**src/sv/rplw_pkg.sv**
```systemverilog
// shared types and constants for the remote packet receiver with link watch
// no dependencies; imported by every module of the block
`default_nettype none

package rplw_pkg;

    // number of header and payload bytes kept from each packet
    localparam int CAP_DEPTH = 12;
    localparam int MAX_PACKET_BYTES_DEFAULT = 32;
    localparam int QUEUE_DEPTH_DEFAULT = 4;

    localparam logic [7:0] OPC_STICK = 8'h01;
    localparam logic [7:0] OPC_KEY = 8'h02;
    localparam logic [7:0] REPLY_OPCODE = 8'h80;
    localparam logic [7:0] REPLY_LEN = 8'd7;
    localparam logic [7:0] RESET_FAIL_LIMIT = 8'd10;
    localparam int KEY_UNLOCK_POS = 1;

    // configuration port
    localparam int CFG_INDEX_W = 1;
    localparam int CFG_DATA_W = 8;
    localparam logic [CFG_INDEX_W-1:0] REG_FAIL_LIMIT = 1'd0;
    localparam logic [CFG_INDEX_W-1:0] REG_UNLOCK_BIT = 1'd1;

    // result kinds
    localparam logic [1:0] KIND_STICK = 2'd0;
    localparam logic [1:0] KIND_REPLY = 2'd1;
    localparam logic [1:0] KIND_STATUS = 2'd2;
    localparam logic [1:0] KIND_LINK = 2'd3;

    // reply steps of a key command: status write first when the unlock key toggled, then seven bytes
    localparam logic [2:0] STEP_STATUS = 3'd0;
    localparam logic [2:0] STEP_SEQ_LO = 3'd1;
    localparam logic [2:0] STEP_SEQ_HI = 3'd2;
    localparam logic [2:0] STEP_LEN = 3'd3;
    localparam logic [2:0] STEP_OPCODE = 3'd4;
    localparam logic [2:0] STEP_STAT_LO = 3'd5;
    localparam logic [2:0] STEP_STAT_HI = 3'd6;
    localparam logic [2:0] STEP_SUM = 3'd7;

    typedef enum logic [1:0] {
        CMD_STICK,
        CMD_KEY,
        CMD_TICK
    } cmd_kind_t;

    typedef logic [3:0][15:0] sticks_t;

    // classified work handed from the front to the back
    typedef struct packed {
        cmd_kind_t   kind;
        logic        toggled;
        logic [15:0] status;
        logic [15:0] seq;
        sticks_t     sticks;
        logic        link;
    } cmd_t;

    // one result beat
    typedef struct packed {
        logic [1:0]  kind;
        logic [7:0]  reply_byte;
        logic        last;
        sticks_t     sticks;
        logic [15:0] status_word;
        logic        link;
    } res_t;

endpackage

`default_nettype wire

```
**src/sv/rplw_front.sv**
```systemverilog
// front end: accepts bytes and ticks, checks packets, keeps link state
// uses rplw_pkg; pushes classified commands into rplw_queue
`default_nettype none

module rplw_front
    import rplw_pkg::*;
#(
    parameter int MAX_PACKET_BYTES = MAX_PACKET_BYTES_DEFAULT
)
(
    input  wire logic                   clk,
    input  wire logic                   rst_n,
    input  wire logic                   in_valid,
    input  wire logic                   is_tick,
    input  wire logic [7:0]             byte_value,
    input  wire logic                   end_of_packet,
    input  wire logic [15:0]            control_status,
    input  wire logic                   cfg_we,
    input  wire logic [CFG_INDEX_W-1:0] cfg_index,
    input  wire logic [CFG_DATA_W-1:0]  cfg_data,
    input  wire logic                   queue_full,
    output logic                        in_ready,
    output logic                        push_valid,
    output cmd_t                        push_cmd
);

    logic [7:0]  fail_limit_reg;
    logic [3:0]  unlock_bit_reg;

    logic [7:0]  sum_reg, sum_next;
    logic [5:0]  count_reg, count_next;
    logic        overlong_reg, overlong_next;
    logic [7:0]  cap_reg [CAP_DEPTH];
    logic [7:0]  cap_next [CAP_DEPTH];
    logic [7:0]  cap_eff [CAP_DEPTH];
    sticks_t     stick_reg, stick_next;
    logic [15:0] recv_seq_reg, recv_seq_next;
    logic [15:0] seen_seq_reg, seen_seq_next;
    logic [15:0] reply_seq_reg, reply_seq_next;
    logic [7:0]  stale_reg, stale_next;
    logic        link_reg, link_next;

    logic        accept;
    logic        first;
    logic [7:0]  sum_base;
    logic        over_eff;
    logic        pkt_ok;
    logic        unlocked;
    logic [15:0] keys;
    logic [15:0] status_new;

    assign in_ready = !queue_full;
    assign accept = in_valid && in_ready;
    assign unlocked = control_status[unlock_bit_reg];

    always_comb
    begin
        first = (count_reg == 6'd0);
        sum_base = first ? 8'h00 : sum_reg;
        over_eff = (first ? 1'b0 : overlong_reg) || (count_reg >= 6'(MAX_PACKET_BYTES));
        for (int i = 0; i < CAP_DEPTH; i++)
        begin
            cap_eff[i] = first ? 8'h00 : cap_reg[i];
            if (count_reg == 6'(i))
            begin
                cap_eff[i] = byte_value;
            end
        end
        pkt_ok = !over_eff && !first && (sum_base == byte_value);
        keys = {cap_eff[5], cap_eff[4]};
        status_new = control_status;
        if (keys[KEY_UNLOCK_POS])
        begin
            status_new = control_status ^ (16'd1 << unlock_bit_reg);
        end
    end

    always_comb
    begin
        sum_next = sum_reg;
        count_next = count_reg;
        overlong_next = overlong_reg;
        cap_next = cap_reg;
        stick_next = stick_reg;
        recv_seq_next = recv_seq_reg;
        seen_seq_next = seen_seq_reg;
        reply_seq_next = reply_seq_reg;
        stale_next = stale_reg;
        link_next = link_reg;

        push_valid = 1'b0;
        push_cmd.kind = CMD_TICK;
        push_cmd.toggled = 1'b0;
        push_cmd.status = 16'h0000;
        push_cmd.seq = reply_seq_reg;
        push_cmd.sticks = stick_reg;
        push_cmd.link = link_reg;

        if (accept)
        begin
            if (is_tick)
            begin
                if (unlocked)
                begin
                    if (seen_seq_reg == recv_seq_reg)
                    begin
                        if (stale_reg < fail_limit_reg)
                        begin
                            stale_next = 8'(stale_reg + 8'd1);
                        end
                    end
                    else
                    begin
                        stale_next = 8'd0;
                        link_next = 1'b1;
                    end
                    if (stale_next >= fail_limit_reg)
                    begin
                        link_next = 1'b0;
                    end
                end
                seen_seq_next = recv_seq_reg;
                push_valid = 1'b1;
                push_cmd.kind = CMD_TICK;
                push_cmd.link = link_next;
            end
            else
            begin
                cap_next = cap_eff;
                overlong_next = over_eff;
                if (!end_of_packet)
                begin
                    if (over_eff)
                    begin
                        sum_next = sum_base;
                        count_next = count_reg;
                    end
                    else
                    begin
                        sum_next = 8'(sum_base + byte_value);
                        count_next = 6'(count_reg + 6'd1);
                    end
                end
                else
                begin
                    sum_next = sum_base;
                    count_next = 6'd0;
                    if (pkt_ok)
                    begin
                        recv_seq_next = {cap_eff[1], cap_eff[0]};
                        if (cap_eff[3] == OPC_STICK)
                        begin
                            for (int k = 0; k < 4; k++)
                            begin
                                stick_next[k] = {cap_eff[4 + 2 * k + 1], cap_eff[4 + 2 * k]};
                            end
                            push_valid = 1'b1;
                            push_cmd.kind = CMD_STICK;
                            push_cmd.sticks = stick_next;
                        end
                        else if (cap_eff[3] == OPC_KEY)
                        begin
                            reply_seq_next = 16'(reply_seq_reg + 16'd1);
                            push_valid = 1'b1;
                            push_cmd.kind = CMD_KEY;
                            push_cmd.toggled = keys[KEY_UNLOCK_POS];
                            push_cmd.status = status_new;
                        end
                    end
                end
            end
        end
    end

    always_ff @(posedge clk or negedge rst_n)
    begin
        if (!rst_n)
        begin
            fail_limit_reg <= RESET_FAIL_LIMIT;
            unlock_bit_reg <= 4'd0;
        end
        else if (cfg_we)
        begin
            case (cfg_index)
                REG_FAIL_LIMIT: fail_limit_reg <= cfg_data;
                REG_UNLOCK_BIT: unlock_bit_reg <= cfg_data[3:0];
                default: ;
            endcase
        end
    end

    always_ff @(posedge clk or negedge rst_n)
    begin
        if (!rst_n)
        begin
            sum_reg <= 8'h00;
            count_reg <= 6'd0;
            overlong_reg <= 1'b0;
            for (int i = 0; i < CAP_DEPTH; i++)
            begin
                cap_reg[i] <= 8'h00;
            end
            stick_reg <= '0;
            recv_seq_reg <= 16'h0000;
            seen_seq_reg <= 16'h0000;
            reply_seq_reg <= 16'h0000;
            stale_reg <= 8'd0;
            link_reg <= 1'b1;
        end
        else
        begin
            sum_reg <= sum_next;
            count_reg <= count_next;
            overlong_reg <= overlong_next;
            cap_reg <= cap_next;
            stick_reg <= stick_next;
            recv_seq_reg <= recv_seq_next;
            seen_seq_reg <= seen_seq_next;
            reply_seq_reg <= reply_seq_next;
            stale_reg <= stale_next;
            link_reg <= link_next;
        end
    end

endmodule

`default_nettype wire

```
**src/sv/rplw_queue.sv**
```systemverilog
// short command queue between the front and the back end
// uses rplw_pkg for the command type
`default_nettype none

module rplw_queue
    import rplw_pkg::*;
#(
    parameter int DEPTH = QUEUE_DEPTH_DEFAULT
)
(
    input  wire logic clk,
    input  wire logic rst_n,
    input  wire logic push,
    input  wire cmd_t push_cmd,
    input  wire logic pop,
    output logic      full,
    output logic      empty,
    output cmd_t      head
);

    localparam int PTR_W = (DEPTH > 1) ? $clog2(DEPTH) : 1;
    localparam int CNT_W = $clog2(DEPTH + 1);

    cmd_t             mem [DEPTH];
    logic [PTR_W-1:0] wr_ptr_reg;
    logic [PTR_W-1:0] rd_ptr_reg;
    logic [CNT_W-1:0] count_reg;
    logic             do_push;
    logic             do_pop;

    assign full = (count_reg == CNT_W'(DEPTH));
    assign empty = (count_reg == '0);
    assign do_push = push && !full;
    assign do_pop = pop && !empty;
    assign head = mem[rd_ptr_reg];

    always_ff @(posedge clk)
    begin
        if (do_push)
        begin
            mem[wr_ptr_reg] <= push_cmd;
        end
    end

    always_ff @(posedge clk or negedge rst_n)
    begin
        if (!rst_n)
        begin
            wr_ptr_reg <= '0;
            rd_ptr_reg <= '0;
            count_reg <= '0;
        end
        else
        begin
            if (do_push)
            begin
                wr_ptr_reg <= (wr_ptr_reg == PTR_W'(DEPTH - 1)) ? '0 : PTR_W'(wr_ptr_reg + 1'b1);
            end
            if (do_pop)
            begin
                rd_ptr_reg <= (rd_ptr_reg == PTR_W'(DEPTH - 1)) ? '0 : PTR_W'(rd_ptr_reg + 1'b1);
            end
            case ({do_push, do_pop})
                2'b10: count_reg <= CNT_W'(count_reg + 1'b1);
                2'b01: count_reg <= CNT_W'(count_reg - 1'b1);
                default: ;
            endcase
        end
    end

endmodule

`default_nettype wire

```
**src/sv/rplw_back.sv**
```systemverilog
// back end: expands queued commands into result beats, one per cycle unless out_ready stalls it
// uses rplw_pkg; drives the output register seen on the master side
`default_nettype none

module rplw_back
    import rplw_pkg::*;
(
    input  wire logic clk,
    input  wire logic rst_n,
    input  wire logic empty,
    input  wire cmd_t head,
    output logic      pop,
    input  wire logic out_ready,
    output logic      out_valid,
    output res_t      out_res
);

    cmd_t       cmd_reg;
    logic       active_reg, active_next;
    logic [2:0] step_reg, step_next;
    logic       out_valid_reg, out_valid_next;
    res_t       res_reg;

    cmd_t       cur;
    logic [2:0] step;
    logic [7:0] reply_sum;
    logic       out_free;
    logic       emit;
    res_t       res;

    always_comb
    begin
        cur = active_reg ? cmd_reg : head;
        if (active_reg)
        begin
            step = step_reg;
        end
        else if (head.kind == CMD_KEY && !head.toggled)
        begin
            step = STEP_SEQ_LO;
        end
        else
        begin
            step = STEP_STATUS;
        end

        reply_sum = 8'(cur.seq[7:0] + cur.seq[15:8] + REPLY_LEN + REPLY_OPCODE
                       + cur.status[7:0] + cur.status[15:8]);

        res.kind = KIND_LINK;
        res.reply_byte = 8'h00;
        res.last = 1'b1;
        res.sticks = cur.sticks;
        res.status_word = 16'h0000;
        res.link = cur.link;
        case (cur.kind)
            CMD_STICK: res.kind = KIND_STICK;
            CMD_TICK: res.kind = KIND_LINK;
            CMD_KEY:
            begin
                res.last = (step == STEP_SUM);
                if (step == STEP_STATUS)
                begin
                    res.kind = KIND_STATUS;
                    res.status_word = cur.status;
                end
                else
                begin
                    res.kind = KIND_REPLY;
                    case (step)
                        STEP_SEQ_LO: res.reply_byte = cur.seq[7:0];
                        STEP_SEQ_HI: res.reply_byte = cur.seq[15:8];
                        STEP_LEN: res.reply_byte = REPLY_LEN;
                        STEP_OPCODE: res.reply_byte = REPLY_OPCODE;
                        STEP_STAT_LO: res.reply_byte = cur.status[7:0];
                        STEP_STAT_HI: res.reply_byte = cur.status[15:8];
                        STEP_SUM: res.reply_byte = reply_sum;
                        default: res.reply_byte = 8'h00;
                    endcase
                end
            end
            default: ;
        endcase
    end

    // the output register is free when it holds no beat or its beat is taken this cycle
    assign out_free = !out_valid_reg || out_ready;
    assign emit = out_free && (active_reg || !empty);
    assign pop = emit && !active_reg;

    always_comb
    begin
        active_next = active_reg;
        step_next = step_reg;
        out_valid_next = out_valid_reg;
        if (out_ready)
        begin
            out_valid_next = 1'b0;
        end
        if (emit)
        begin
            out_valid_next = 1'b1;
            active_next = !res.last;
            step_next = 3'(step + 3'd1);
        end
    end

    always_ff @(posedge clk)
    begin
        if (pop)
        begin
            cmd_reg <= head;
        end
        if (emit)
        begin
            res_reg <= res;
        end
    end

    always_ff @(posedge clk or negedge rst_n)
    begin
        if (!rst_n)
        begin
            active_reg <= 1'b0;
            step_reg <= STEP_STATUS;
            out_valid_reg <= 1'b0;
        end
        else
        begin
            active_reg <= active_next;
            step_reg <= step_next;
            out_valid_reg <= out_valid_next;
        end
    end

    assign out_valid = out_valid_reg;
    assign out_res = res_reg;

endmodule

`default_nettype wire

```
**src/sv/remote_packet_receiver_link_watch.sv**
```systemverilog
// top level of the remote packet receiver with link watch
// instantiates rplw_front, rplw_queue and rplw_back; uses rplw_pkg
//
//  channel   | direction | beat contents
//  ----------+-----------+-------------------------------------------------
//  s_*       | in        | packet byte or tick, end mark, status word
//  m_*       | out       | stick update, reply byte, status write, link state
//  cfg_*     | in        | register write: fail_limit (0), unlock_bit (1)
//
// the front takes one beat per cycle while the command queue has room and
// finishes all packet and link state work in that cycle; the back sends one
// result per cycle unless m_tready stalls it; a key packet gives seven reply
// bytes. s_tready drops only when the queue is full. reset is asynchronous
// and clears control state, not queue or output data; no clearing pass follows
`default_nettype none

module remote_packet_receiver_link_watch
    import rplw_pkg::*;
#(
    parameter int MAX_PACKET_BYTES = MAX_PACKET_BYTES_DEFAULT,
    parameter int QUEUE_DEPTH = QUEUE_DEPTH_DEFAULT
)
(
    input  wire logic                   clk,
    input  wire logic                   rst_n,
    input  wire logic                   s_tvalid,
    output logic                        s_tready,
    input  wire logic [23:0]            s_tdata,  // byte_value, control_status
    input  wire logic                   s_tlast,  // end_of_packet
    input  wire logic [0:0]             s_tuser,  // op
    output logic                        m_tvalid,
    input  wire logic                   m_tready,
    // reply_byte, throttle, yaw, roll, pitch, status_word, link_ok, zero fill
    output logic [95:0]                 m_tdata,
    output logic                        m_tlast,  // reply_last
    output logic [1:0]                  m_tuser,  // kind
    input  wire logic                   cfg_we,
    input  wire logic [CFG_INDEX_W-1:0] cfg_index,
    input  wire logic [CFG_DATA_W-1:0]  cfg_data
);

    logic push_valid;
    cmd_t push_cmd;
    logic queue_full;
    logic queue_empty;
    cmd_t queue_head;
    logic pop;
    res_t res;

    rplw_front #(
        .MAX_PACKET_BYTES(MAX_PACKET_BYTES)
    ) u_front (
        .clk            (clk),
        .rst_n          (rst_n),
        .in_valid       (s_tvalid),
        .is_tick        (s_tuser[0]),
        .byte_value     (s_tdata[7:0]),
        .end_of_packet  (s_tlast),
        .control_status (s_tdata[23:8]),
        .cfg_we         (cfg_we),
        .cfg_index      (cfg_index),
        .cfg_data       (cfg_data),
        .queue_full     (queue_full),
        .in_ready       (s_tready),
        .push_valid     (push_valid),
        .push_cmd       (push_cmd)
    );

    rplw_queue #(
        .DEPTH(QUEUE_DEPTH)
    ) u_queue (
        .clk      (clk),
        .rst_n    (rst_n),
        .push     (push_valid),
        .push_cmd (push_cmd),
        .pop      (pop),
        .full     (queue_full),
        .empty    (queue_empty),
        .head     (queue_head)
    );

    rplw_back u_back (
        .clk       (clk),
        .rst_n     (rst_n),
        .empty     (queue_empty),
        .head      (queue_head),
        .pop       (pop),
        .out_ready (m_tready),
        .out_valid (m_tvalid),
        .out_res   (res)
    );

    assign m_tdata = {7'b0, res.link, res.status_word, res.sticks[3], res.sticks[2],
                      res.sticks[1], res.sticks[0], res.reply_byte};
    assign m_tlast = res.last;
    assign m_tuser = res.kind;

endmodule

`default_nettype wire
```
**config.mk**
```make
export PLATFORM = sky130hd
export DESIGN_NAME = remote_packet_receiver_link_watch
export DESIGN_NICKNAME = d
export VERILOG_FILES = /design/src/sv/rplw_pkg.sv /design/src/sv/rplw_front.sv /design/src/sv/rplw_queue.sv /design/src/sv/rplw_back.sv /design/src/sv/remote_packet_receiver_link_watch.sv
export SDC_FILE = /design/constraint.sdc
export NUM_CORES = 1
export LEC_CHECK = 0
export ABC_AREA = 1
export BUFFER_PORTS_ARGS = -buffer_cell sky130_fd_sc_hd__buf_2
export CAP_MARGIN = 0
export CELL_PAD_IN_SITES_DETAIL_PLACEMENT = 0
export CELL_PAD_IN_SITES_GLOBAL_PLACEMENT = 2
export CORE_AREA = 5 5 316 287
export CTS_CLUSTER_SIZE = 12
export DETAILED_ROUTE_END_ITERATION = 7
export DIE_AREA = 0 0 321 292
export PLACE_DENSITY = 0.79
export SYNTH_ARGS = -nofsm -noshare
export SYNTH_HDL_FRONTEND = slang
export SYNTH_SLANG_ARGS = --single-unit
```
**constraint.sdc**
```tcl
create_clock -name clk -period 9.9 [get_ports clk]
set_input_delay 0.99 -clock clk [delete_from_list [all_inputs] [get_ports clk]]
set_output_delay 0.99 -clock clk [all_outputs]
set_load 0.02 [all_outputs]
```
==> results of run 1 <==
[placed cells by master (no fill, tap or decap), types with 4 or more instances in the layout]
cell | Yosys | final
a21oi_1 | 70 | 70
buf_2 | 9 | 132
buf_4 | 9 | 33
bufinv_16 | 0 | 8
clkbuf_1 | 120 | 32
clkbuf_16 | 0 | 95
clkbuf_8 | 0 | 10
clkinv_1 | 8 | 17
clkinv_2 | 0 | 12
conb_1 | 1 | 7
dfrtp_1 | 245 | 242
edfxtp_1 | 591 | 591
fa_1 | 15 | 15
ha_1 | 55 | 55
inv_1 | 268 | 263
inv_2 | 5 | 5
mux2i_1 | 7 | 7
nand2_1 | 767 | 767
nand3_1 | 175 | 175
nand4_1 | 21 | 21
nor2_1 | 279 | 275
nor2_4 | 2 | 6
nor3_1 | 27 | 27
o211ai_1 | 4 | 4
o21a_1 | 10 | 10
o21ai_0 | 395 | 395
o21ai_1 | 14 | 14
o21ai_2 | 50 | 50
o22ai_1 | 90 | 90
or2_2 | 8 | 8
xnor2_1 | 17 | 17
xor2_1 | 39 | 39
[worst register-to-register path: cells and delay by family, from the launching register on]
kind,cells,cell delay [ns]
adder cells (fa/ha/maj),4,1.66
multiplexers,1,0.23
AND/OR/NAND/NOR,7,0.80
buffers and inverters,3,1.40
AO/OA/AOI/OAI,3,0.75
flip-flops,1,0.36
[power by group through the flow]
stage / Clock [uW] / Sequential, uW / Combinational [uW]
floorplan: 0 / 5350 / 3420
finish: 3500 / 5130 / 5200
CTS: 3590 / 5140 / 5270
global route: 3750 / 5210 / 5940
detailed placement: 0 / 5200 / 5230
global placement: 0 / 5180 / 5240
[logic make-up (layout without fill, tap and decap cells)]
group	Yosys count	after routing	share of synthesized area [%]
and+or+nand+nor	1292	1292	14.52
DFF	839	839	66.22
AOI/OAI and AO/OA	642	642	9.891
buffers and inverters	447	624	5.032
adders and majority gates	70	70	2.732
xor gates and xnor gates	57	57	1.401
muxes	7	7	0.1937
other	1	8	0.01037
[path summary, 6_finish.rpt]
check | cells past startpoint | slack [ns] | to
max in group asynchronous | 3 | 7.43 | u_front.stick_reg[36]
hold / removal | 1 | 0.25 | u_back.step_reg[0]
hold reg to reg | 2 | 0.48 | u_front.sum_reg[1]
min in group clk | 2 | 0.48 | u_front.sum_reg[1]
setup reg to reg | 18 | 4.43 | u_back.out_res[89]
setup / recovery | 18 | 4.43 | u_back.out_res[89]
[cell usage after synthesis, types with 4 or more instances]
cell type	n	area (um^2)
clkinv_1	8	30.03
inv_1	268	1006
edfxtp_1	591	17750
xor2_1	39	341.6
dfrtp_1	245	6131
or2_2	8	50.05
fa_1	15	300.3
o21ai_2	50	437.9
buf_6	13	146.4
nand2_1	767	2879
a21oi_1	70	350.3
o21a_1	10	75.07
o21ai_0	395	1977
nor2_1	279	1047
ha_1	55	688.2
mux2i_1	7	70.07
clkbuf_1	120	450.4
nor3_1	27	135.1
nand4_1	21	131.4
buf_2	9	45.04
o211ai_1	4	30.03
buf_4	9	67.56
o21ai_1	14	70.07
xnor2_1	17	148.9
o22ai_1	90	563.0
buf_1	15	56.30
nand3_1	175	875.8
inv_2	5	18.77
[routing by layer]
layer | up-vias | global-route usage, % | part of all wire (%) | wire length [um]
met4 | 0 | 5.327 | 2.5 | 2232
met5 | - | 0 | 0 | 0
met1 | 11770 | 28.76 | 48 | 43270
li1 | 11630 | - | - | -
met3 | 141 | 2.897 | 5.3 | 4790
met2 | 591 | 28.77 | 44 | 39450
[through the flow]
step                      instances  worst slack (ns)
after floorplan                3361             2.569
after global placement         4517             4.448
after detailed placement       4517             4.459
after CTS                      4693             4.423
after global routing           4693             4.088
final                          4694             4.427
[final cells by class]
| class | instances | area (um^2) | area share [%] |
|---|---|---|---|
| clock inverter | 39 | 505.5 | 1.232 |
| antenna | 1 | 2.502 | 0.006101 |
| sequential | 839 | 23970 | 58.43 |
| inverter | 281 | 1065 | 2.596 |
| clock buffer | 137 | 2635 | 6.424 |
| multi-input combinational | 2075 | 10460 | 25.49 |
| tap | 1155 | 1445 | 3.523 |
| timing repair buffer | 167 | 943.4 | 2.300 |
==> results.txt, run 1 <==
Post-route antenna net violation count: 0
Row cnt: 103
CTS root buffer: clkbuf_16
Via density per instance: 5.141
Post-synthesis average cell area: 10.78 um^2
CP max FO: 69
Starting density of the core: 41.59%
Vias in the first global route: 23750
Routed WL per cell: 19.12 um
Static Leak: 0.01646 uW
Sequential share of the synthesized area: 66.22%
Post-CTS Setup Bufs: 0
Slowest stage cell, crit path: buf_4
Synthesis warning total: 0
Worst r2r src: u_queue.rd_ptr_reg[1]
Clock-pin slew of the registers on the worst-case setup and hold paths: 0.06 ns
Die width: 321 um
Dpl hpwl: 55.09 mm
Worst path arrival time: 5.90 ns
RSZ-0062 raised after global routing: no
Crit path launch type: register
Final hold vios: 0
First-pass GRT wire length: 140.6 mm
Crit path max-delay family: adder cells
TritonCTS Sinks: 839
Skew final: 0.04465 ns
Number of DRC markers in iteration 0: 1975
Max_cap viols: 0
Least-Margin Pin Slew: 1.186 ns
Fmax: 182.7 MHz
Final instance area: 0.04102 mm^2
Buf/Inv on CP: 3
Required time of the critical path: 10.32 ns
Crit end category: register
Power share of the clock group: 25.3%
DP Area: 0.03787 mm^2
Worst Setup SP: u_queue.rd_ptr_reg[1]
Hold_ws: 0.2502 ns
Core box area: 0.08699 mm^2
Switching Share: 38.83%
Ys async rst share: 29.56%
Largest stage delay, worst path: 0.81 ns
CTS tree: built
PwrDens: 337.3 mW/mm^2
Total gr overflow: 0
Critical Path, Cell by Cell: buf_4 -> buf_4 -> o21ai_0 -> o22ai_1 -> mux2i_1 -> fa_1 -> inv_1 -> fa_1 -> ha_1 -> ha_1 -> nand2_1 -> or2_2 -> nand3b_1 -> nand3_1 -> nand2_1 -> nand3_1 -> nand3_1 -> a21oi_1
Switch Pwr: 5373 uW
Initial antenna violation count: 6
Largest net degree at the start of global routing: 135
Area growth, synth to finish: 13.38%
DIE AREA: 0.09373 mm^2
Mapped cell area: 0.03618 mm^2
Max_slew headroom: 20.65%
Fin Setup TNS: 0 ns
Number of synthesized flops with an enable pin: 591
Crit path kind: register to register
Total wire length: 89.74 mm
Seq cells post-synth: 839
Finished Core Util: 47.15%
Synth Flop Type: edfxtp_1
Layout cell share with drive strength beyond 1: 11.02%
Combinational group share of total power: 37.6%
Pint: 8462 uW
# nets final: 3567
Synthesized instance count: 3355
CTS buffer count: 93
Die height: 292 um
Hold-fix buffers, CTS: 0
Max reg flops: 400
GR Util All Layers: 19.03%
Maximum clock path buffer count: 3
Max IR drop VDD: 0.0003801 V
# fillers: 8002
Status: complete, no violations
# IOs: 141
# port buffers: 133
Sequential Power Share: 37.1%
PostCTS Resize Cnt: 0
Slew Viols, Final: 0
Pre-antenna DRT Iters: 8
Netlist cell types: 47
Worst skew pair latency: 0.67 ns
# setup viols final: 0
Crit-path most repeated cell: nand3_1
Total power: 13840 uW
Placer Congestion: 0.8210
Post-route DRC: 0
Final Cycle Share: 55.29%
Hold WC Path Type: input pin to async pin
Min Tclk post-route: 5.473 ns
CTS H-tree lvls: 3
Vias: 24130
No activity file was read; power rests on OpenSTA's default activity.
==> run 2: changes to the inputs <==
ABC_AREA = 0   (was 1)
CORE_AREA = 5 5 312 284   (was 5 5 316 287)
DIE_AREA = 0 0 317 289   (was 0 0 321 292)
PLACE_DENSITY = 0.74   (was 0.79)
clock period = 4.9 ns   (was 9.9 ns; I/O delays follow)
==> run 2 against run 1 <==
Register-to-register slack got worse by 4.1 ns; synthesized area fell by 4.7%; maximum frequency rose by 19%; final cell count fell by 21%; flip-flop and latch count unchanged; wire length shrank 13%; power grew 84%; critical path depth fell by 3; die area is 2.3% lower; critical path type unchanged; highest routed layer is now met5.
==> results.txt, run 2 <==
DIE AREA: 0.09161 mm^2 (was 0.09373 mm^2)
Pre-antenna DRT Iters: 6 (was 8)
Most frequent cells in the layout: edfxtp_1, nand2_1, dfrtp_1 (was nand2_1, edfxtp_1, o21ai_0)
Required time of the critical path: 5.40 ns (was 10.32 ns)
Layout cell share with drive strength beyond 1: 18.76% (was 11.02%)
Post-route antenna net violation count: 0 (unchanged)
First-pass GRT wire length: 122.2 mm (was 140.6 mm)
Total gr overflow: 0 (unchanged)
Total wire length: 78.16 mm (was 89.74 mm)
Post-synthesis average cell area: 14.92 um^2 (was 10.78 um^2)
RSZ-0062 raised after global routing: no (unchanged)
Hold WC Path Type: input pin to register (was input pin to async pin)
GR Util All Layers: 17.22% (was 19.03%)
Commonest non-fill, non-tap cell in the layout: edfxtp_1 (was nand2_1)
CTS tree: built (unchanged)
Synth cell count leaders: edfxtp_1, nand2_1, dfrtp_1 (was nand2_1, edfxtp_1, o21ai_0)
Number of synthesized flops with an enable pin: 591 (unchanged)
Vias: 19460 (was 24130)
Top cells by area, synth: edfxtp_1, dfrtp_1, mux4_2 (was edfxtp_1, dfrtp_1, nand2_1)
Max IR drop VDD: 0.0006187 V (was 0.0003801 V)
CTS H-tree lvls: 3 (unchanged)
Crit path max-delay family: adder cells (unchanged)
Core box area: 0.08512 mm^2 (was 0.08699 mm^2)
Die height: 289 um (was 292 um)
Dpl hpwl: 51.18 mm (was 55.09 mm)
Hold_ws: 0.05561 ns (was 0.2502 ns)
Row cnt: 102 (was 103)
Static Leak: 0.01545 uW (was 0.01646 uW)
Number of DRC markers in iteration 0: 1612 (was 1975)
Crit path launch type: register (unchanged)
Max_cap viols: 0 (unchanged)
Worst skew pair latency: 0.65 ns (was 0.67 ns)
Min Tclk post-route: 4.583 ns (was 5.473 ns)
Slowest stage cell, crit path: mux4_2 (was buf_4)
Synthesized instance count: 2310 (was 3355)
Final Cycle Share: 93.52% (was 55.29%)
Least-Margin Pin Slew: 1.140 ns (was 1.186 ns)
Via density per instance: 5.261 (was 5.141)
Final hold vios: 0 (unchanged)
Worst path arrival time: 5.08 ns (was 5.90 ns)
Final instance area: 0.03971 mm^2 (was 0.04102 mm^2)
Vias in the first global route: 20330 (was 23750)
Slew Viols, Final: 0 (unchanged)
Buf/Inv on CP: 1 (was 3)
Area growth, synth to finish: 15.19% (was 13.38%)
Initial antenna violation count: 5 (was 6)
# fillers: 7356 (was 8002)
CTS root buffer: clkbuf_16 (unchanged)
Crit-path most repeated cell: fa_1 (was nand3_1)
Placed instance count: 3528 (was 4517)
Routed WL per cell: 21.13 um (was 19.12 um)
Seq. cell area: 0.02397 mm^2 (unchanged)
CTS buffer count: 90 (was 93)
Netlist cell types: 62 (was 47)
Clock-pin slew of the registers on the worst-case setup and hold paths: 0.06 ns (about the same)
Count leader, synth: edfxtp_1 (was nand2_1)
Status: complete, no violations (unchanged)
Ys async rst share: 29.56% (unchanged)
# port buffers: 133 (unchanged)
Placer Congestion: 0.7849 (was 0.8210)
Synthesis warning total: 0 (unchanged)
Post-synth top area share: 51.48% (was 49.06%)
Maximum clock path buffer count: 3 (unchanged)
Post-CTS Setup Bufs: 0 (unchanged)
Crit path kind: register to register (unchanged)
Critical Path, Cell by Cell: mux4_2 -> mux2i_1 -> ha_1 -> fa_1 -> fa_1 -> inv_1 -> ha_1 -> fa_1 -> a211oi_1 -> o21bai_1 -> a21oi_1 -> xnor2_1 -> xnor2_1 -> nand2_1 -> a21oi_1 (was buf_4 -> buf_4 -> o21ai_0 -> o22ai_1 -> mux2i_1 -> fa_1 -> inv_1 -> fa_1 -> ha_1 -> ha_1 -> nand2_1 -> or2_2 -> nand3b_1 -> nand3_1 -> nand2_1 -> nand3_1 -> nand3_1 -> a21oi_1)
# nets final: 2587 (was 3567)
Layout Cells excl Fill: 3699 (was 4694)
Crit end category: register (unchanged)
Fmax: 218.2 MHz (was 182.7 MHz)
# IOs: 141 (unchanged)
Largest net degree at the start of global routing: 111 (was 135)
PwrDens: 642.6 mW/mm^2 (was 337.3 mW/mm^2)
CP max FO: 8 (was 69)
Mapped cell area: 0.03447 mm^2 (was 0.03618 mm^2)
Post-route DRC: 0 (unchanged)
Sequential share of the synthesized area: 69.50% (was 66.22%)
Fin Setup TNS: 0 ns (unchanged)
Largest area contributor in the netlist: edfxtp_1 (unchanged)
# setup viols final: 0 (unchanged)
Die width: 317 um (was 321 um)
Largest stage delay, worst path: 0.54 ns (was 0.81 ns)
Seq cells post-synth: 839 (unchanged)
TritonCTS Sinks: 839 (unchanged)
DP Area: 0.03677 mm^2 (was 0.03787 mm^2)
Max_slew headroom: 23.44% (was 20.65%)
Multi-input logic area: 0.009856 mm^2 (was 0.01046 mm^2)
Skew final: 0.02312 ns (was 0.04465 ns)
Synth Flop Type: edfxtp_1 (unchanged)
Max reg flops: 400 (unchanged)
Starting density of the core: 40.49% (was 41.59%)
## run 2: changes by cell type after synthesis, sizes merged, moves of 55 or more
cell / previous run / this run
a22oi: 0 / 77
o21ai: 459 / 67
mux4: 0 / 105
nand2: 767 / 302
nand3: 178 / 25
inv: 273 / 49
o22ai: 90 / 4
nor2: 284 / 145
a22o: 0 / 81
a21oi: 70 / 125
## run 2: report_power, final
part | internal, uW | total (uW) | switching [uW]
sequential | 9430 | 9970 | 536
combinational | 3560 | 8920 | 5350
clock | 3860 | 6630 | 2770
## run 2: final cells by class
type | instances | area share (%)
Antenna cell | 2 | 0.01260
Clock buffer | 135 | 6.460
Clock inverter | 33 | 0.9106
Inverter | 51 | 0.4916
Multi-Input combinational cell | 1302 | 24.82
Sequential cell | 839 | 60.35
Tap cell | 1144 | 3.605
Timing Repair Buffer | 193 | 3.346
## run 2: timing repair
action,4_1_cts,5_1_grt
gates resized for setup,0,0
endpoints found under the hold margin,98,0
hold buffers,1,0
## run 2: metrics by stage
| step | total power (uW) | worst slack, ns | util (%) |
|---|---|---|---|
| 2_1_floorplan | 16430 | 0.1244 | - |
| 3_3_place_gp | 19030 | 0.3515 | 43.19 |
| 3_5_place_dp | 19140 | 0.3087 | 43.19 |
| 4_1_cts | 25890 | 0.2957 | 46.64 |
| 5_1_grt | 27230 | 0.06931 | 46.64 |
| 6_report | 25520 | 0.3175 | 46.65 |
## run 2: cells by family (layout without fill, tap and decap cells)
| logic type | after synthesis | in the layout | share of synthesized area (%) |
|---|---|---|---|
| other | 1 | 9 | 0.01088 |
| buffers and inverters | 175 | 412 | 2.087 |
| AND/OR/NAND/NOR | 589 | 589 | 7.430 |
| flip-flops | 839 | 839 | 69.50 |
| XOR/XNOR | 65 | 65 | 1.652 |
| AO/OA/AOI/OAI | 405 | 405 | 7.706 |
| adder cells (fa/ha/maj) | 70 | 70 | 2.868 |
| multiplexers | 166 | 166 | 8.748 |
## run 2: final timing paths
check / startpoint / endpoint / slack [ns] / cells after the start
min in group asynchronous: rst_n / u_front.stick_reg[47] / 0.49 / 2
min reg2reg: u_front.sum_reg[3] / u_front.sum_reg[3] / 0.48 / 2
max in group asynchronous: rst_n / u_front.stick_reg[20] / 3.25 / 3
max reg2reg: u_queue.rd_ptr_reg[0] / u_back.out_res[89] / 0.32 / 15
max: u_queue.rd_ptr_reg[0] / u_back.out_res[89] / 0.32 / 15
min: cfg_data[6] / u_front.fail_limit_reg[6] / 0.06 / 3
## run 2: tightest hold or removal path, delay by kind of cell
kind	cells	cell delay, ns
AOI/OAI and AO/OA	1	0.06
and+or+nand+nor	1	0.04
buffers and inverters	1	0.08
## run 2: routing by layer
metal | global-route usage (%) | up-vias | wire [um]
met2 | 27.98 | 378 | 37560
met1 | 24.63 | 9975 | 35790
met5 | 0 | - | 7
met3 | 2.625 | 104 | 3259
met4 | 4.388 | 2 | 1548
li1 | - | 9002 | -
==> run 3: changes to the inputs <==
CORE_AREA = 5 5 298 271   (was 5 5 312 284)
DIE_AREA = 0 0 303 276   (was 0 0 317 289)
PLACE_DENSITY = 0.78   (was 0.74)
clock period = 4.4 ns   (was 4.9 ns; I/O delays follow)
==> run 3 against run 2 <==
Die area down 8.7%; via count up 1.6%; non-clock buffer count up 41; hold slack better by 0.021 ns; critical path type unchanged; largest power group unchanged.
==> results.txt, run 3 (synthesized netlist as in run 2, its figures left out) <==
Status: complete, no violations (unchanged)
Vias: 19780 (was 19460)
Worst r2r src: u_queue.rd_ptr_reg[0] (unchanged)
Post-route DRC: 0 (unchanged)
Commonest non-fill, non-tap cell in the layout: edfxtp_1 (unchanged)
Most crowded layer after global routing: met2 (unchanged)
Initial antenna violation count: 4 (was 5)
R2r setup slk: 0.08 ns (was 0.32 ns)
Clock-pin slew of the registers on the worst-case setup and hold paths: 0.06 ns (about the same)
Worst path arrival time: 4.81 ns (was 5.08 ns)
Vias in the first global route: 20470 (was 20330)
Total gr overflow: 0 (unchanged)
Crit path launch type: register (unchanged)
Hold_ws: 0.07700 ns (was 0.05561 ns)
CTS tree: built (unchanged)
Routing usage on met1: 26.04% (was 24.63%)
TritonCTS Sinks: 839 (unchanged)
Fmax: 231.7 MHz (was 218.2 MHz)
Die height: 276 um (was 289 um)
Crit end category: register (unchanged)
Placer Congestion: 0.7834 (was 0.7849)
Layout cell share with drive strength beyond 1: 20.46% (was 18.76%)
Pint: 19270 uW (was 16860 uW)
Most frequent cells in the layout: edfxtp_1, nand2_1, dfrtp_1 (unchanged)
CP max FO: 7 (was 8)
Area growth, synth to finish: 16.13% (was 15.19%)
Crit path kind: register to register (unchanged)
Worst skew pair latency: 0.64 ns (was 0.65 ns)
Switching Share: 33.59% (was 33.93%)
# IOs: 141 (unchanged)
Post-route antenna net violation count: 0 (unchanged)
Switch Pwr: 9747 uW (was 8658 uW)
# fillers: 6454 (was 7356)
Worst hold path cell count: 3 (unchanged)
Hold WC Path Type: input pin to register (unchanged)
Routed WL per cell: 21.20 um (was 21.13 um)
Depth of the worst register-to-register path: 16 (was 15)
Met2 Usage GRT: 29.37% (was 27.98%)
RSZ-0062 raised after global routing: yes (was no)
FF-to-FF End: u_back.out_res[89] (unchanged)
Largest net degree at the start of global routing: 98 (was 111)
Final Cycle Share: 98.07% (was 93.52%)
# nets final: 2628 (was 2587)
Least-Margin Pin Slew: 1.088 ns (was 1.140 ns)
Max IR drop VDD: 0.0007744 V (was 0.0006187 V)
Starting density of the core: 44.66% (was 40.49%)
Slew Viols, Final: 0 (unchanged)
Min Tclk post-route: 4.315 ns (was 4.583 ns)
CTS H-tree lvls: 3 (unchanged)
# setup viols final: 0 (unchanged)
PwrDens: 725.0 mW/mm^2 (was 642.6 mW/mm^2)
Sequential Power Share: 38.2% (was 39.1%)
Max reg flops: 400 (unchanged)
Pre-antenna DRT Iters: 7 (was 6)
Max_slew headroom: 27.33% (was 23.44%)
Total wire length: 77.08 mm (was 78.16 mm)
Final hold vios: 0 (unchanged)
Max_cap viols: 0 (unchanged)
Die width: 303 um (was 317 um)
Layout Cells excl Fill: 3635 (was 3699)
Combinational group share of total power: 36.3% (was 35.0%)
Maximum clock path buffer count: 3 (unchanged)
CTS root buffer: clkbuf_16 (unchanged)
GR Util All Layers: 18.39% (was 17.22%)
Finished Core Util: 51.86% (was 46.65%)
Seq. cell area: 0.02397 mm^2 (unchanged)
Static Leak: 0.01562 uW (was 0.01545 uW)
Multi-input logic area: 0.009922 mm^2 (was 0.009856 mm^2)
Skew final: 0.01880 ns (was 0.02312 ns)
Required time of the critical path: 4.89 ns (was 5.40 ns)
HP Start: cfg_data[1] (was cfg_data[6])
Number of DRC markers in iteration 0: 1588 (was 1612)
DIE AREA: 0.08363 mm^2 (was 0.09161 mm^2)
Via density per instance: 5.442 (was 5.261)
Met3 usage: 3.530% (was 2.625%)
Power share of the clock group: 25.5% (was 26.0%)
Dpl hpwl: 49.73 mm (was 51.18 mm)
Placed instance count: 3449 (was 3528)
# port buffers: 133 (unchanged)
First-pass GRT wire length: 120.7 mm (was 122.2 mm)
Row cnt: 97 (was 102)
WHS Endpoint: u_front.fail_limit_reg[1] (was u_front.fail_limit_reg[6])
CTS buffer count: 90 (unchanged)
Core box area: 0.07719 mm^2 (was 0.08512 mm^2)
[run 3: cell types whose count changed in the layout (fill, tap and decap cells not counted), sizes merged, moves of 2 or more]
| cell | delta |
|---|---|
| clkinv | -6 |
| dlygate4sd3 | +4 |
| inv | +2 |
| buf | +36 |
| clkbuf | +5 |
[run 3: layout make-up]
type                    count  share of cell area, %
clock buffers             139                  6.492
diodes                      1               0.006251
repair buffers            234                  4.323
multi-input cells        1302                  24.79
clock inverters            30                 0.7877
well taps                1039                  3.248
flip-flops and latches    839                  59.87
inverters                  51                 0.4876
[run 3: worst max-delay path: stages, from the launching register on]
cell	delay [ns]
dfrtp_4	0.53
buf_4	0.16
mux4_2	0.43
mux2i_2	0.18
ha_1	0.27
fa_1	0.47
fa_1	0.49
inv_1	0.04
ha_1	0.21
fa_2	0.38
a211oi_2	0.26
o21bai_1	0.12
a21oi_2	0.14
xnor2_1	0.14
xnor2_1	0.13
nand2_1	0.08
a21oi_2	0.14
[run 3: worst max-delay path by stage]
| stage | from | slack, ns | end | cells after the start |
|---|---|---|---|---|
| after floorplan | u_front.count_reg[0] | -0.12 | u_queue.mem[0][0] | 13 |
| final | u_queue.rd_ptr_reg[0] | 0.08 | u_back.out_res[89] | 16 |
| after detailed placement | u_queue.rd_ptr_reg[0] | 0.09 | u_back.out_res[89] | 17 |
| after global routing | u_queue.rd_ptr_reg[0] | -0.09 | u_back.out_res[89] | 16 |
| after CTS | u_queue.rd_ptr_reg[0] | 0.06 | u_back.out_res[89] | 15 |
| after global placement | u_queue.rd_ptr_reg[0] | 0.07 | u_back.out_res[89] | 15 |
[run 3: through the flow]
stage / instance area (um^2) / setup slack, ns / total power (uW) / TNS, ns
finish: 40030 / 0.08499 / 29020 / 0
global placement: 36900 / 0.07206 / 21400 / 0
floorplan: 34540 / -0.1151 / 18410 / -34.54
detailed placement: 36900 / 0.08846 / 21490 / 0
global route: 40030 / -0.08679 / 30870 / -1.016
CTS: 39870 / 0.05720 / 29010 / 0
[run 3: power groups by stage]
stage	registers (uW)	logic, uW	clock network [uW]
floorplan	11700	6750	0
global placement	11200	10200	0
detailed placement	11200	10300	0
CTS	11100	10300	7590
global route	11200	11700	7940
finish	11100	10500	7400
[run 3: what timing repair did]
action / 4_1_cts / 5_1_grt
hold buffers: 5 / 0
setup buffers: 0 / 10
endpoints found under the setup margin: 0 / 111
resized for setup: 0 / 16
hold endpoints to repair: 93 / 0
[run 3: routing by layer]
| layer | share of wire, % | vias up |
|---|---|---|
| li1 | - | 9080 |
| met2 | 48 | 414 |
| met4 | 2.8 | 4 |
| met5 | 0.045 | - |
| met1 | 45 | 10150 |
| met3 | 4.8 | 137 |
